===== src/hw/rtl/vapn_pkg.sv =====
`timescale 1ns / 1ps
// ----------------------------------------------------------------------------
// vapn_pkg
// Shared types, codes and helpers for the visibility power normaliser.
// ----------------------------------------------------------------------------
package vapn_pkg;

   localparam int REQ_DATA_W  = 112;
   localparam int RSP_DATA_W  = 64;
   localparam int KIND_W      = 3;
   localparam int STATUS_W    = 2;
   localparam int SAMPLE_W    = 32;
   localparam int SUM_W       = 48;
   localparam int DIVD_W      = 49;
   localparam int DIVS_W      = 64;
   localparam int ROOT_IN_W   = 64;
   localparam int POWER_W     = 32;

   localparam logic [POWER_W-1:0] ONE_Q16 = 32'h0001_0000;

   localparam logic [7:0] POL_L = 8'h4C;
   localparam logic [7:0] POL_R = 8'h52;
   localparam logic [7:0] POL_X = 8'h58;
   localparam logic [7:0] POL_Y = 8'h59;

   typedef enum logic [KIND_W-1:0] {
      KIND_MAP_RESET   = 3'd0,
      KIND_MAP_ENTRY   = 3'd1,
      KIND_POWER_CLEAR = 3'd2,
      KIND_SURVEY      = 3'd3,
      KIND_SCALE       = 3'd4
   } kind_type;

   typedef enum logic [STATUS_W-1:0] {
      STAT_OK       = 2'd0,
      STAT_NO_POWER = 2'd1,
      STAT_BAD_POL  = 2'd2,
      STAT_BAD_ANT  = 2'd3
   } status_type;

   typedef enum logic [3:0] {
      ST_CLEAR,
      ST_IDLE,
      ST_DECODE,
      ST_FACT_CHECK,
      ST_FACT_MUL,
      ST_FACT_START,
      ST_FACT_DIV,
      ST_MEAN_START,
      ST_MEAN_DIV,
      ST_SQRT,
      ST_SCALE,
      ST_OUT
   } state_type;

   typedef struct packed {
      logic load;
      logic map_reset;
      logic map_write;
      logic power_clear;
      logic sweep;
      logic accumulate;
      logic fact_check;
      logic fact_mul;
      logic div_start;
      logic div_sel_mean;
      logic fact_store;
      logic sqrt_start;
      logic surv_write;
      logic scale_mul;
      logic emit;
   } cmd_type;

   typedef struct packed {
      kind_type kind;
      logic     last;
      logic     record_open;
      logic     fact_ok;
      logic     sum_pos;
      logic     sweep_done;
      logic     div_done;
      logic     sqrt_done;
      logic     out_free;
   } stat_type;

   // {valid, code}
   function automatic logic [2:0] pol_decode(input logic [7:0] c);
      logic [2:0] r;
      if (c == POL_L) r = 3'b100;
      else if (c == POL_R) r = 3'b101;
      else if (c == POL_X) r = 3'b110;
      else if (c == POL_Y) r = 3'b111;
      else r = 3'b000;
      return r;
   endfunction

endpackage


===== src/hw/rtl/vapn_ctrl.sv =====
`timescale 1ns / 1ps
// ----------------------------------------------------------------------------
// vapn_ctrl
// Sequencer for one request at a time.
// ----------------------------------------------------------------------------
module vapn_ctrl (
   input  logic                clock,
   input  logic                reset,
   input  logic                req_valid,
   output logic                req_ready,
   input  vapn_pkg::stat_type  stat,
   output vapn_pkg::cmd_type   cmd
);
   import vapn_pkg::*;

   state_type state_ff, state_in;

   always_ff @(posedge clock) begin
      if (reset) state_ff <= ST_CLEAR;
      else state_ff <= state_in;
   end

   always_comb begin
      state_in  = state_ff;
      cmd       = '0;
      req_ready = 1'b0;
      unique case (state_ff)
         ST_CLEAR: begin
            cmd.sweep = 1'b1;
            if (stat.sweep_done) state_in = ST_IDLE;
         end
         ST_IDLE: begin
            req_ready = 1'b1;
            if (req_valid) begin
               cmd.load = 1'b1;
               state_in = ST_DECODE;
            end
         end
         ST_DECODE: begin
            unique case (stat.kind)
               KIND_MAP_RESET: begin
                  cmd.map_reset = 1'b1;
                  state_in = ST_IDLE;
               end
               KIND_MAP_ENTRY: begin
                  cmd.map_write = 1'b1;
                  state_in = ST_IDLE;
               end
               KIND_POWER_CLEAR: begin
                  cmd.power_clear = 1'b1;
                  state_in = ST_CLEAR;
               end
               KIND_SURVEY: begin
                  cmd.accumulate = 1'b1;
                  state_in = stat.last ? ST_MEAN_START : ST_IDLE;
               end
               KIND_SCALE: begin
                  state_in = stat.record_open ? ST_SCALE : ST_FACT_CHECK;
               end
               default: state_in = ST_IDLE;
            endcase
         end
         ST_FACT_CHECK: begin
            cmd.fact_check = 1'b1;
            state_in = stat.fact_ok ? ST_FACT_MUL : ST_SCALE;
         end
         ST_FACT_MUL: begin
            cmd.fact_mul = 1'b1;
            state_in = ST_FACT_START;
         end
         ST_FACT_START: begin
            cmd.div_start = 1'b1;
            state_in = ST_FACT_DIV;
         end
         ST_FACT_DIV: begin
            if (stat.div_done) begin
               cmd.fact_store = 1'b1;
               state_in = ST_SCALE;
            end
         end
         ST_MEAN_START: begin
            cmd.div_sel_mean = 1'b1;
            if (stat.sum_pos) begin
               cmd.div_start = 1'b1;
               state_in = ST_MEAN_DIV;
            end else begin
               cmd.surv_write = 1'b1;
               state_in = ST_IDLE;
            end
         end
         ST_MEAN_DIV: begin
            if (stat.div_done) begin
               cmd.sqrt_start = 1'b1;
               state_in = ST_SQRT;
            end
         end
         ST_SQRT: begin
            if (stat.sqrt_done) begin
               cmd.surv_write = 1'b1;
               state_in = ST_IDLE;
            end
         end
         ST_SCALE: begin
            cmd.scale_mul = 1'b1;
            state_in = ST_OUT;
         end
         ST_OUT: begin
            if (stat.out_free) begin
               cmd.emit = 1'b1;
               state_in = ST_IDLE;
            end
         end
         default: state_in = ST_IDLE;
      endcase
   end

endmodule


===== config.mk =====
export PLATFORM = sky130hd
export DESIGN_NAME = vapn_ctrl
export DESIGN_NICKNAME = d
export VERILOG_FILES = /design/src/hw/rtl/vapn_pkg.sv /design/src/hw/rtl/vapn_ctrl.sv
export SDC_FILE = /design/constraint.sdc
export NUM_CORES = 1
export LEC_CHECK = 0
export BUFFER_PORTS_ARGS = -buffer_cell sky130_fd_sc_hd__buf_2
export CAP_MARGIN = 20
export CORE_AREA = 8 8 45 47
export CTS_CLUSTER_SIZE = 8
export DETAILED_ROUTE_END_ITERATION = 10
export DIE_AREA = 0 0 53 55
export PLACE_DENSITY = 0.77
export SKIP_CTS_REPAIR_TIMING = 1
export SLEW_MARGIN = 20
export SYNTH_ARGS = -nofsm -noshare
export SYNTH_HDL_FRONTEND = slang
export SYNTH_SLANG_ARGS = --single-unit

===== constraint.sdc =====
create_clock -name clock -period 3.8 [get_ports clock]
set_clock_uncertainty 0.15 [all_clocks]
set_input_delay 0.76 -clock clock [delete_from_list [all_inputs] [get_ports clock]]
set_output_delay 0.76 -clock clock [all_outputs]
set_load 0.005 [all_outputs]

# After elaboration in Yosys (flattened, before gate mapping)
# Index checks and enable logic that the tools add are counted.
dict set report classes {
  n_mux 36
  n_reduce_logical 3
  eq_ne 21
}
# cell count
set op_table {}
lappend op_table {{4-bit case mux with 12 select lines} 1}
lappend op_table {{4-bit two-way mux} 9}
lappend op_table {{1-bit two-way mux} 21}
lappend op_table {{4-bit by 3-bit equality test with 1-bit output (second input constant)} 4}
lappend op_table {{4-bit equality test (second input constant)} 4}
lappend op_table {{2-bit inequality test (second input constant)} 6}
lappend op_table {{4-bit case mux with 3 select lines} 1}
lappend op_table {{4-bit by 2-bit equality test with 1-bit output (second input constant)} 2}
lappend op_table {{3-bit by 2-bit equality test with 1-bit output (second input constant)} 2}
lappend op_table {{3-bit two-way mux} 2}
lappend op_table {{6-bit AND reduction} 1}
lappend op_table {{4-bit by 1-bit equality test with 1-bit output (second input constant)} 1}
lappend op_table {{4-bit logical NOT} 1}
lappend op_table {{1-bit case mux with 2 select lines} 2}
lappend op_table {{3-bit by 1-bit equality test with 1-bit output (second input constant)} 1}
lappend op_table {{3-bit equality test (second input constant)} 1}
lappend op_table {{3-bit logical NOT} 1}
dict set report totals {
  reg_bits 4
  elab_cells 61
  in_bits 14
  output_inout_bits 16
}

# Depth between registers and ports, before layout
# Gate-level depths: netlist of the first run.
dict set report depth {
  ltp_word 3
  ltp_mapped 6
  depth_no_buf 5
}

# Worst setup path before layout of the first run
# OpenSTA, ideal clock, no wires.
dict set report synth_timing {
  path_kind {flip-flop to output port}
  from {register state_ff[1]}
  to {output port cmd[12] in the netlist's numbering}
  path_buffers 0
  arrival_time_ns 1.263
  path_slack_ns 1.627
  required_ns 2.890
  stages_incl_launch_ff 4
  cell_sequence {dfxtp_1 -> or4b_4 -> nor3b_2 -> nor2b_1}
}
# item line_no
set synth_rtl {}
lappend synth_rtl {{start: declaration} vapn_ctrl.sv:16} ;# state_type state_ff, state_in;
lappend synth_rtl {{start signal: assignment} vapn_ctrl.sv:20} ;# else state_ff <= state_in;
lappend synth_rtl {{end: declaration} vapn_ctrl.sv:12} ;# output vapn_pkg::cmd_type cmd

==> results of run 1 <==
metrics by stage:
step           setup WS [ps]  instances
6_report                 972        127
5_1_grt                  807        127
4_1_cts                  958        127
3_5_place_dp            1210        124
3_3_place_gp            1300        124
2_1_floorplan           1630         85
synthesized netlist by cell type, types with 2 or more instances:
library cell | number | area share, %
nor2_1 | 11 | 7.2
nor3_1 | 7 | 6.1
nand2b_1 | 6 | 6.5
nand2_1 | 5 | 3.3
clkbuf_1 | 4 | 2.6
dfxtp_1 | 4 | 14
nor2b_1 | 4 | 4.3
a21oi_1 | 3 | 2.6
a31oi_1 | 3 | 3.3
and2_1 | 3 | 3.3
nor4_1 | 3 | 3.3
a21o_1 | 2 | 2.6
buf_2 | 2 | 1.7
nand3_1 | 2 | 1.7
nand3b_1 | 2 | 2.6
nor3b_1 | 2 | 2.6
cells by family (layout without fill, tap and decap cells):
| group | count (synthesis) | in the layout | synth area share (%) |
|---|---|---|---|
| flip-flops | 4 | 4 | 13.9 |
| AND/OR/NAND/NOR | 53 | 53 | 53.9 |
| buffers and inverters | 7 | 33 | 5.00 |
| multiplexers | 1 | 1 | 1.96 |
| AO/OA/AOI/OAI | 20 | 20 | 25.2 |
area by class of cell:
cell class	instances	area [um^2]	area share, %
clock buffers	3	22.5	3.05
inverters	1	3.75	0.508
multi-input cells	74	467	63.2
flip-flops and latches	4	80.1	10.8
well taps	16	20.0	2.71
repair buffers	29	145	19.7
cell usage in the layout, fill, tap and decap left out, types with 2 or more instances in the layout:
| cell | instances |
|---|---|
| and2_1 | 3 |
| nor3b_1 | 2 |
| clkbuf_4 | 3 |
| nor2b_1 | 4 |
| nand2b_1 | 6 |
| nor2_1 | 11 |
| buf_2 | 29 |
| a21o_1 | 2 |
| nand3_1 | 2 |
| nand3b_1 | 2 |
| nand2_1 | 5 |
| dfxtp_1 | 4 |
| a21oi_1 | 3 |
| nor4_1 | 3 |
| a31oi_1 | 3 |
| nor3_1 | 7 |
worst register-to-register path: cells and delay by family (launching register included):
kind / cells / cell delay [ps]
DFF: 1 / 730
AOI/OAI and AO/OA: 2 / 650
muxes: 1 / 420
and+or+nand+nor: 2 / 260
worst paths after layout:
| kind | from | to | depth (start not counted) |
|---|---|---|---|
| max reg2reg | state_ff[3] | state_ff[0] | 5 |
| max | state_ff[1] | cmd[12] | 4 |
| min | state_ff[3] | state_ff[3] | 2 |
| min reg2reg | state_ff[3] | state_ff[3] | 2 |
metal layers:
metal	vias up	GRT usage (%)	routed length [um]
met4	0	6.47	15
met2	14	18.8	847
li1	370	-	-
met5	-	0	0
met3	2	2.41	105
met1	316	12.3	699
report_power, final:
group          total [W]  switching, W  internal (W)
sequential     0.0000671     0.0000205     0.0000466
clock          0.0000501     0.0000149     0.0000352
combinational  0.0000846     0.0000421     0.0000425
==> impl.org, run 1 <==
** Status
- Run status :: completed

** Cells and area
- Number of nets in the layout :: approximately 130
- The finished cells cover ~740 um^2.
- At the end of the flow the core is filled with cells to 53.3%.
- The largest registers in the layout are state_ff (4).
- Flip-flop count of the largest register after layout :: 4
- Antenna Diode Count :: 0
- Growth of design area from synthesis to finish :: 28.3%
- Largest register by flop count :: state_ff
- Fillers :: about 140
- Share of layout cells above drive strength 1 :: 32.4%

** Clocking
- Total CTS buffers :: 3
- The clock passes through at most 2 buffers.
- Root buf cell :: clkbuf_4
- H-tree depth :: 1
- Clock latency on the worst-skew pair, taken at its later pin, is 230 ps.
- Register clock-pin slew on the reported worst setup and hold paths :: roughly 30 ps
- Clock sinks :: 4
- TritonCTS clock tree :: yes

** Drt
- Detailed routing inserted a total of between 700 and 800 vias.
- Number of DRC markers in iteration 0 :: 8
- Vias/cell :: 5.53
- In the routed design, unresolved DRC markers number 0.
- Count of nets left with antenna violations after detail routing :: 0
- Drt pass-1 iters :: 4
- Final routed wirelength across all metal layers :: 1670 um
- After detailed routing, the average wire length per cell comes to 13.1 um.

** Global routing
- Global routing used 11.0% of the available tracks.
- Final global-route overflow total :: 0
- Largest net degree at the start of global routing :: 24
- The number of global-route vias before repair came to ~620.
- Number of antenna violations at the first check in global routing :: 0
- The first global-routing pass estimated approximately 2500 um of wire.

** Critical path
- Element type at the critical path start :: flop
- Slack of the worst reg-to-reg path :: 1470 ps
- Kind of capture point of the worst setup path :: primary output
- For this run, the slowest stage of the critical path takes 610 ps.
- Cell type of the slowest stage on the worst timing path :: dfxtp_1
- Broken down by cell family, the worst path's largest delay share belongs to simple AND/OR/NAND/NOR gates.
- Worst path cell trace :: or4b_4 > nor3b_2 > nor2b_1 > buf_2
- The number of buffers and inverters on the critical path is 1.
- Of all nets on the critical path, the largest fanout is 17.
- Worst EP arrival :: about 1900 ps
- Required time at the worst-slack endpoint :: 2890 ps
- The critical path is of the flop to primary output type.

** Timing
- Final worst path period need :: 2830 ps
- Final number of hold-violating endpoints :: 0
- Summed over all failing endpoints, the final setup total negative slack is 0 ps.
- Worst slew margin relative to its limit :: 55.6%
- Final Slew Violations :: 0
- Fmax achieved :: 0.354 GHz
- Setup repair after global routing left no endpoint under its margin.
- Worst hold margin :: between 600 and 700 ps
- Dividing the final minimum period by the clock period gives 74.4%.
- Setup violations remaining at the end of the flow were counted as 0.
- For the pin with the worst max-slew slack, the measured transition is 665 ps.

** Logic synthesis
- Number of enable flip-flop cells after synthesis :: 0
- In the synthesized netlist the dominant register cell turns out to be dfxtp_1.
- Proportion of synthesized chip area in sequential cells :: 13.9%
- In this run the cell area of the synthesized design comes to 576 um^2.
- Synthesis inferred 4 register bits.
- Ys Warns :: 0
- Net count after synthesis :: between 90 and 100
- Number of distinct library cells after synthesis :: 38
- Synthesized netlist cell count :: 85
- Mean instance size in the synthesized netlist :: 6.77 um^2
- Post-synthesis async set-or-reset flop share :: 0%

** Placement
- Input and output buffers added on the ports amount to 29.
- HPWL after DPL :: 1310 um
- At the end of routability-driven placement, the weighted congestion stood at 0.763.
- Summing all placed instances gives a cell area of 716 um^2.

** Power
- Post-route total power :: 0.000202 W
- Power spread over the standard cell area amounts to 273 nW/um^2.
- VDD sags by at most 0.179 mV.
- Leakage power of the design :: 0.333 nW

** Floorplan
- In this run the standard cell core region covers 1380 um^2.
- For this configuration, the core starts out at a cell density of 41.6%.
- During I/O placement, the number of pins put on the boundary was 30.
- Die Span Y :: 55 um
- # rows :: 14
- Full die area :: 2920 um^2
- Die width :: 53 um

** Hold path
- The worst hold path belongs to the class flop to flop.

** Run
- Max-Cap Viols :: 0
Note: power is estimated with default switching activity, not from simulation.
==> inputs of run 2 (changes only) <==
Settings changed: ABC_AREA from default to 1, PLACE_DENSITY 0.77 to 0.73.
Clock period 3.8 ns to 2.8 ns, I/O delays scaled along.
==> run 2 against run 1 <==
  * Via count down 0.28%
  * Synthesized cell count up 22%
  * Setup slack worse by 230 ps
  * Sequential power up 49%
  * Total power up 110%
  * Non-clock buffer count unchanged
  * Sequential share of layout area up 0.30 points
  * Final cell count up 20%
  * Utilization down 1.4 points
  * Hold slack worse by 260 ps
==> impl.org, run 2 <==
** Run
- Max-Cap Viols :: 0

** Logic synthesis
- Number of distinct library cells after synthesis :: 16
- After synthesis the cells add up to 531 um^2.
- The share of synthesized area in the top cell type comes to 18.4%.
- Summing the areas of all and, or, nand and nor instances in the mapped netlist gives between 60% and 70% of the synthesized area.
- Ranked by instance count, the synthesized netlist is headed by 26 x nand2_1, 24 x nor2_1, 17 x inv_1.
- Net count after synthesis :: between 100 and 150
- Cell taking the most area after synthesis :: nand2_1
- Number of enable flip-flop cells after synthesis :: 0
- Among all cell types in the netlist, the one instantiated most often is nand2_1.
- The Yosys step of the flow raised 0 warnings.
- After Yosys synthesis, XOR and XNOR cells account for 0% of the synthesized area.
- Proportion of synthesized chip area in sequential cells :: 15.1%
- For this run, the leading register cell type out of synthesis is dfxtp_1.
- By area, the combinational part of the netlist is dominated by simple AND/OR/NAND/NOR gates.
- After Yosys synthesis, full adders, half adders and majority gates account for 0% of the synthesized area.
- Leading post-synthesis cells by cell area :: nand2_1 18%, nor2_1 17%, dfxtp_1 15%, inv_1 12%, nand3_1 6.6%
- Synthesis handed over a netlist of between 100 and 150 instances.
- Synthesis inferred 4 register bits.
- In the synthesized netlist the async set-or-reset flop fraction comes to 0%.
- Mean instance size in the synthesized netlist :: slightly above 5 um^2
- In the synthesized netlist, mux cells make up 0% of the area.
- Compound-cell area share of the yosys netlist :: 6.13%

** Cells and area
- Layout Cells excl Fill :: 152
- Share of layout cells above drive strength 1 :: 33.1%
- Number of nets in the layout :: 152
- Multi-input combinational cell area :: approximately 380 um^2
- Flip-flop count of the largest register after layout :: 4
- Most frequent cells in the layout :: 29 x buf_2, 26 x nand2_1, 24 x nor2_1
- Registers take 80.1 um^2.
- Largest registers in the final layout :: state_ff (4)
- Counting the fill cells in the layout gives 150.
- Post-layout utilization of the core :: roughly 52%
- Growth of design area from synthesis to finish :: 35.4%
- Most common cell after layout, fill and taps aside :: buf_2
- The number of antenna diodes in the final layout is 0.
- Counting flops per register, the top entry is state_ff.

** Timing
- For the pin with the worst max-slew slack, the measured transition is 354 ps.
- Total setup violations reported at the end of the flow :: 0
- Final hold analysis gives a worst-case slack of 350 ps.
- Final Slew Violations :: 0
- After routing, the total negative slack on setup checks comes to 0 ps.
- Fmax achieved :: 0.486 GHz
- The worst path uses 73.5% of the clock period.
- Final number of hold-violating endpoints :: 0
- Setup repair after global routing left no endpoint under its margin.
- After layout, the minimum clock period comes to 2060 ps.
- Worst slew margin relative to its limit :: 76.3%

** Clocking
- Root buf cell :: clkbuf_4
- H-tree depth :: 1
- Counting the buffers created by CTS gives 3.
- Clock sinks :: 4
- Insertion delay to the later sink of the worst-skew pair :: 230 ps
- Register clock-pin slew on the reported worst setup and hold paths :: 40 ps
- TritonCTS clock tree :: yes
- Counting along the longest clock path gives a buffer depth of 2.

** Floorplan
- # rows :: 14
- The total area inside the core boundary comes to 1380 um^2.
- Die Span Y :: 55 um
- The floorplan step defined a die boundary enclosing 2920 um^2.
- Boundary pin count :: 30
- Die width :: about 53 um
- Initial Utilization :: 38.3%

** Placement
- The count of buffers added on input and output ports is 29.
- Final weighted congestion of routability-driven global placement :: a little over 0.8
- In this run, placement finished with an instance count of 149.
- HPWL after DPL :: 1370 um

** Critical path
- The critical path in this run is classified as flop to primary output.
- STA classifies the critical path startpoint as a flop.
- Worst EP arrival :: 1350 ps
- In this run the critical register-to-register path is launched from state_ff[3].
- Kind of capture point of the worst setup path :: primary output
- Required time at the worst-slack endpoint :: 2090 ps
- In this run the critical register-to-register path is captured at state_ff[3].
- Along the worst path, the maximum fanout reaches 7.
- Depth of the most critical reg-to-reg path :: 10
- Slack of the worst reg-to-reg path :: between 1000 and 1500 ps

** Drt
- Across all layers, the routed design uses 700 vias.
- Final routed wirelength across all metal layers :: around 1500 um
- The detail route stage leaves a number of antenna-violating nets equal to 0.
- Dividing the detail-routed wire length by the instance count gives 10.1 um.
- Number of DRC markers in iteration 0 :: 12
- Vias/cell :: 4.61
- Drt pass-1 iters :: 4
- In the routed design, unresolved DRC markers number 0.

** Global routing
- Global routing finished with a remaining overflow of 0.
- Total GRT Usage :: 11.5%
- Largest net degree at the start of global routing :: 8
- Number of antenna violations at the first check in global routing :: 0
- The first global-routing pass estimated 2520 um of wire.
- Number of global-route vias before repair :: about 660

** Power
- Dividing total power by cell area gives a power density of 596 nW/um^2.
- Total power for the finished layout comes to 0.000428 W.
- Summed over all cells, the static leakage comes to 0.455 nW.
- VDD sags by at most 0.391 mV.

** Hold path
- Min-delay worst type :: flop to flop
- The worst hold path was traced through 2 stages.
- Sink of the worst hold path :: state_ff[3]
- Startpoint of the lowest-slack hold path :: state_ff[3]

** Status
- The run finished with clean final reports.
[run 2: cell types whose count changed in the layout (fill, tap and decap cells not counted), moves of 3 or more]
cell,change
nand2_1,+21
inv_1,+16
nor2_1,+13
nand2b_1,-6
nand2_2,+5
nand3_1,+5
nor2b_1,-4
nor3_1,-4
a31oi_1,-3
and2_1,-3
inv_2,+3
[run 2: routing by layer]
layer / GRT usage [%] / wire length (um)
met2: 21.3 / 810
met3: 2.67 / 70
met5: 0 / 0
met1: 11.7 / 659
met4: 6.47 / 0
[run 2: area by class of cell]
cell class | count | area share (%)
Sequential cell | 4 | 11.1
Timing Repair Buffer | 29 | 20.2
Multi-Input combinational cell | 80 | 52.3
Clock buffer | 3 | 3.14
Tap cell | 16 | 2.79
Inverter | 20 | 10.5
[run 2: report_power, final]
part            total, W  internal (W)  switching (W)
registers      0.0000998     0.0000723      0.0000275
clock network  0.0000708     0.0000479      0.0000229
logic           0.000257     0.0000948       0.000162
total           0.000428      0.000215       0.000213
[run 2: worst max-delay path by stage]
stage	startpoint	end	cells after the start
2_1_floorplan	state_ff[2]	cmd[12]	3
3_3_place_gp	stat[10]	cmd[9]	5
3_5_place_dp	stat[8]	cmd[12]	4
4_1_cts	state_ff[2]	cmd[12]	4
5_1_grt	state_ff[2]	cmd[12]	4
6_report	state_ff[2]	cmd[12]	4
[run 2: kinds of logic after synthesis]
group / Yosys count
compound gates: 6
flops: 4
buf+inv: 20
simple gates: 74
[run 2: worst max-delay path, cell delays in order (launching register included)]
cell and delay (ps):
dfxtp_1 340, nor2_1 320, nand2_4 130, nor4_1 170
buf_2 160
[run 2: stage by stage]
| stage | instance area (um^2) | setup WS (ps) |
|---|---|---|
| after floorplan | 531 | 1150 |
| after global placement | 696 | 978 |
| after detailed placement | 696 | 963 |
| after CTS | 718 | 716 |
| after global routing | 718 | 636 |
| final | 718 | 743 |
==> inputs of run 3 (changes only) <==
Clock period 2.8 ns to 1.9 ns, I/O delays scaled along.
==> run 3 against run 2 <==
  * Critical path depth increased by 1
  * Register-to-register slack got worse by 960 ps
  * Largest power group unchanged
  * Clock-buffer cell count unchanged
  * Critical endpoint is now cmd[2]
  * Setup slack got worse by 660 ps
  * Design area increased by 2.8%
  * Global-route usage decreased by 0.28 points
  * Sequential cell count unchanged
==> impl.org, run 3 (synthesis results as in run 2) <==
** Global routing
- Entering global routing, the biggest net connects 8 pins.
- The number of global-route vias before repair came to 654.
- For this run the aggregate overflow at the end of global routing stands at 0.
- Wire length of the first global-routing pass :: 2460 um
- The number of antenna violations at the first check in global routing came to 0.
- Total GRT Usage :: between 10% and 20%

** Critical path
- The setup path with the least slack is of type flop to primary output.
- Among all stages on the critical path, the largest delay is contributed by dfxtp_1.
- Counting stages on the worst path, the most repeated cell is nand2_1.
- Worst path cell trace :: nand2_2 > nor2_1 > nand2_1 > nand2_1 > buf_2
- Kind of capture point of the worst setup path :: primary output
- Depth of the most critical reg-to-reg path :: 10
- Largest stage delay, worst path :: about 460 ps
- Worst EP arrival :: around 1300 ps
- STA classifies the critical path startpoint as a flop.
- Top Family by Delay on Critical Path :: simple AND/OR/NAND/NOR gates
- In this run the worst path has a maximum fanout of 5.
- STA puts the critical path data required time at 1370 ps.
- Counting buffers and inverters, the worst setup path is 5 cells deep.
- Together, buffers and inverters on the worst path number 1.

** Cells and area
- After the last flow step, the layout net total stands at 152.
- Most frequent cells in the layout :: 29 x buf_2, 26 x nand2_1, 23 x nor2_1
- Layout Cells excl Fill :: 152
- The largest registers in the layout are state_ff (4).
- Of the cells placed in the final design, the portion with a size suffix greater than 1 is between 30% and 40%.
- Post-layout instance area :: around 740 um^2
- The register with the most flip-flops in the layout has 4 of them.
- Growth of design area from synthesis to finish :: 39.2%
- Most common cell after layout, fill and taps aside :: buf_2
- The number of antenna diodes in the final layout is 0.
- Largest register by flop count :: state_ff
- After filler insertion, the fill cell instance count of the layout stands at 141.
- Post-layout utilization of the core :: a little over half

** Drt
- The detailed router placed 715 vias in this run.
- Avg WL per Cell :: 10.3 um
- In this run, the number of DRC markers left after iteration 0 of detailed routing was 20.
- Drt pass-1 iters :: 4
- Once detail routing completed, the nets flagged for antenna violations numbered 0.
- Final routed wirelength across all metal layers :: 1560 um
- In the routed design, unresolved DRC markers number 0.
- Vias/cell :: approximately 4.7

** Timing
- The total count of hold-check failures in the final report was 0.
- After layout, the minimum clock period comes to 1820 ps.
- Setup repair after global routing could not meet its margin everywhere.
- Total setup violations reported at the end of the flow :: 0
- The final max-slew violation count is 0.
- In the final timing run, aggregate negative setup slack is 0 ps.
- Final clock period utilization by the worst path :: 95.6%
- Post-layout worst setup margin :: 82.8 ps
- Worst Tran Pin Value :: 273 ps
- Fmax achieved :: 0.550 GHz
- Headroom to the max-slew limit came out at 81.8%.

** Status
- Run status :: completed

** Run
- Max-Cap Viols :: 0

** Power
- Across the VDD grid, the largest voltage drop is 0.695 mV.
- For this design the static power due to leakage is 0.460 nW.
- Dividing total power by cell area gives a power density of 878 nW/um^2.

** Placement
- Final weighted congestion of routability-driven global placement :: 0.808
- After detailed placement, the total cell area comes to 696 um^2.
- HPWL after DPL :: 1350 um
- OpenSTA, run right after detailed placement, puts the worst setup slack at 283 ps.
- Quantity of I/O buffers inserted on ports :: 29
- Count of placed standard cells including taps :: 149

** Floorplan
- The total area inside the core boundary comes to about 1400 um^2.
- The floorplan step set the die width to 53 um.
- The die covers 2920 um^2.
- Boundary pin count :: 30
- # rows :: 14
- Die Span Y :: about 55 um
- Once the floorplan was initialized, standard cells occupied 38.3% of the core.

** Clocking
- In this run the clock root is driven by a clkbuf_4.
- Counting every sink on the clock net gives 4.
- Maximum buffer depth of the clock tree :: 2
- Clock tree synthesis inserted a total of 3 buffers.
- TritonCTS built the clock tree.
- Register clock-pin slew on the reported worst setup and hold paths :: 40 ps
- At the later pin of the worst-skew pair, clock insertion delay measures 240 ps.
- H-tree depth :: 1

** Hold path
- Counting instances, the worst hold path has a depth of 2.
- The path class of the tightest hold or removal check is input port to flop.
==> run 3: cell counts in the layout (fill, tap and decap cells not counted) <==
No cell type changed its count.
==> run 3: area by class of cell <==
cell class | instances | area [um^2] | area share, %
Clock buffer | 3 | 22.5 | 3.05
Inverter | 20 | 75.1 | 10.2
Multi-Input combinational cell | 80 | 393 | 53.2
Sequential cell | 4 | 82.6 | 11.2
Tap cell | 16 | 20.0 | 2.71
Timing Repair Buffer | 29 | 145 | 19.7
==> run 3: final timing paths <==
kind	from	end	slack [ps]
worst min register to register	state_ff[1]	state_ff[1]	360
worst max register to register	state_ff[3]	state_ff[1]	360
worst max-delay path	state_ff[2]	cmd[2]	80
worst min-delay path	reset	state_ff[1]	170
==> run 3: layer usage <==
layer,vias to the layer above,GRT usage [%],share of wire [%],wire length (um)
met1,313,11.8,43,677
li1,382,-,-,-
met2,16,20.3,51,791
met5,-,0,0,0
met3,4,0.802,3.5,54
met4,0,9.05,2.6,40
==> run 3: power by group <==
| group | switching, W | total [W] | internal [W] |
|---|---|---|---|
| clock | 0.0000354 | 0.000106 | 0.0000707 |
| sequential | 0.0000442 | 0.000155 | 0.000111 |
| combinational | 0.000244 | 0.000387 | 0.000143 |
==> run 3: stage by stage <==
| step | power, W | hold WS (ps) |
|---|---|---|
| CTS | 0.000646 | 170 |
| finish | 0.000648 | 174 |
| floorplan | 0.000414 | 299 |
| detailed placement | 0.000531 | 340 |
| global placement | 0.000526 | 338 |
| global route | 0.000710 | 177 |
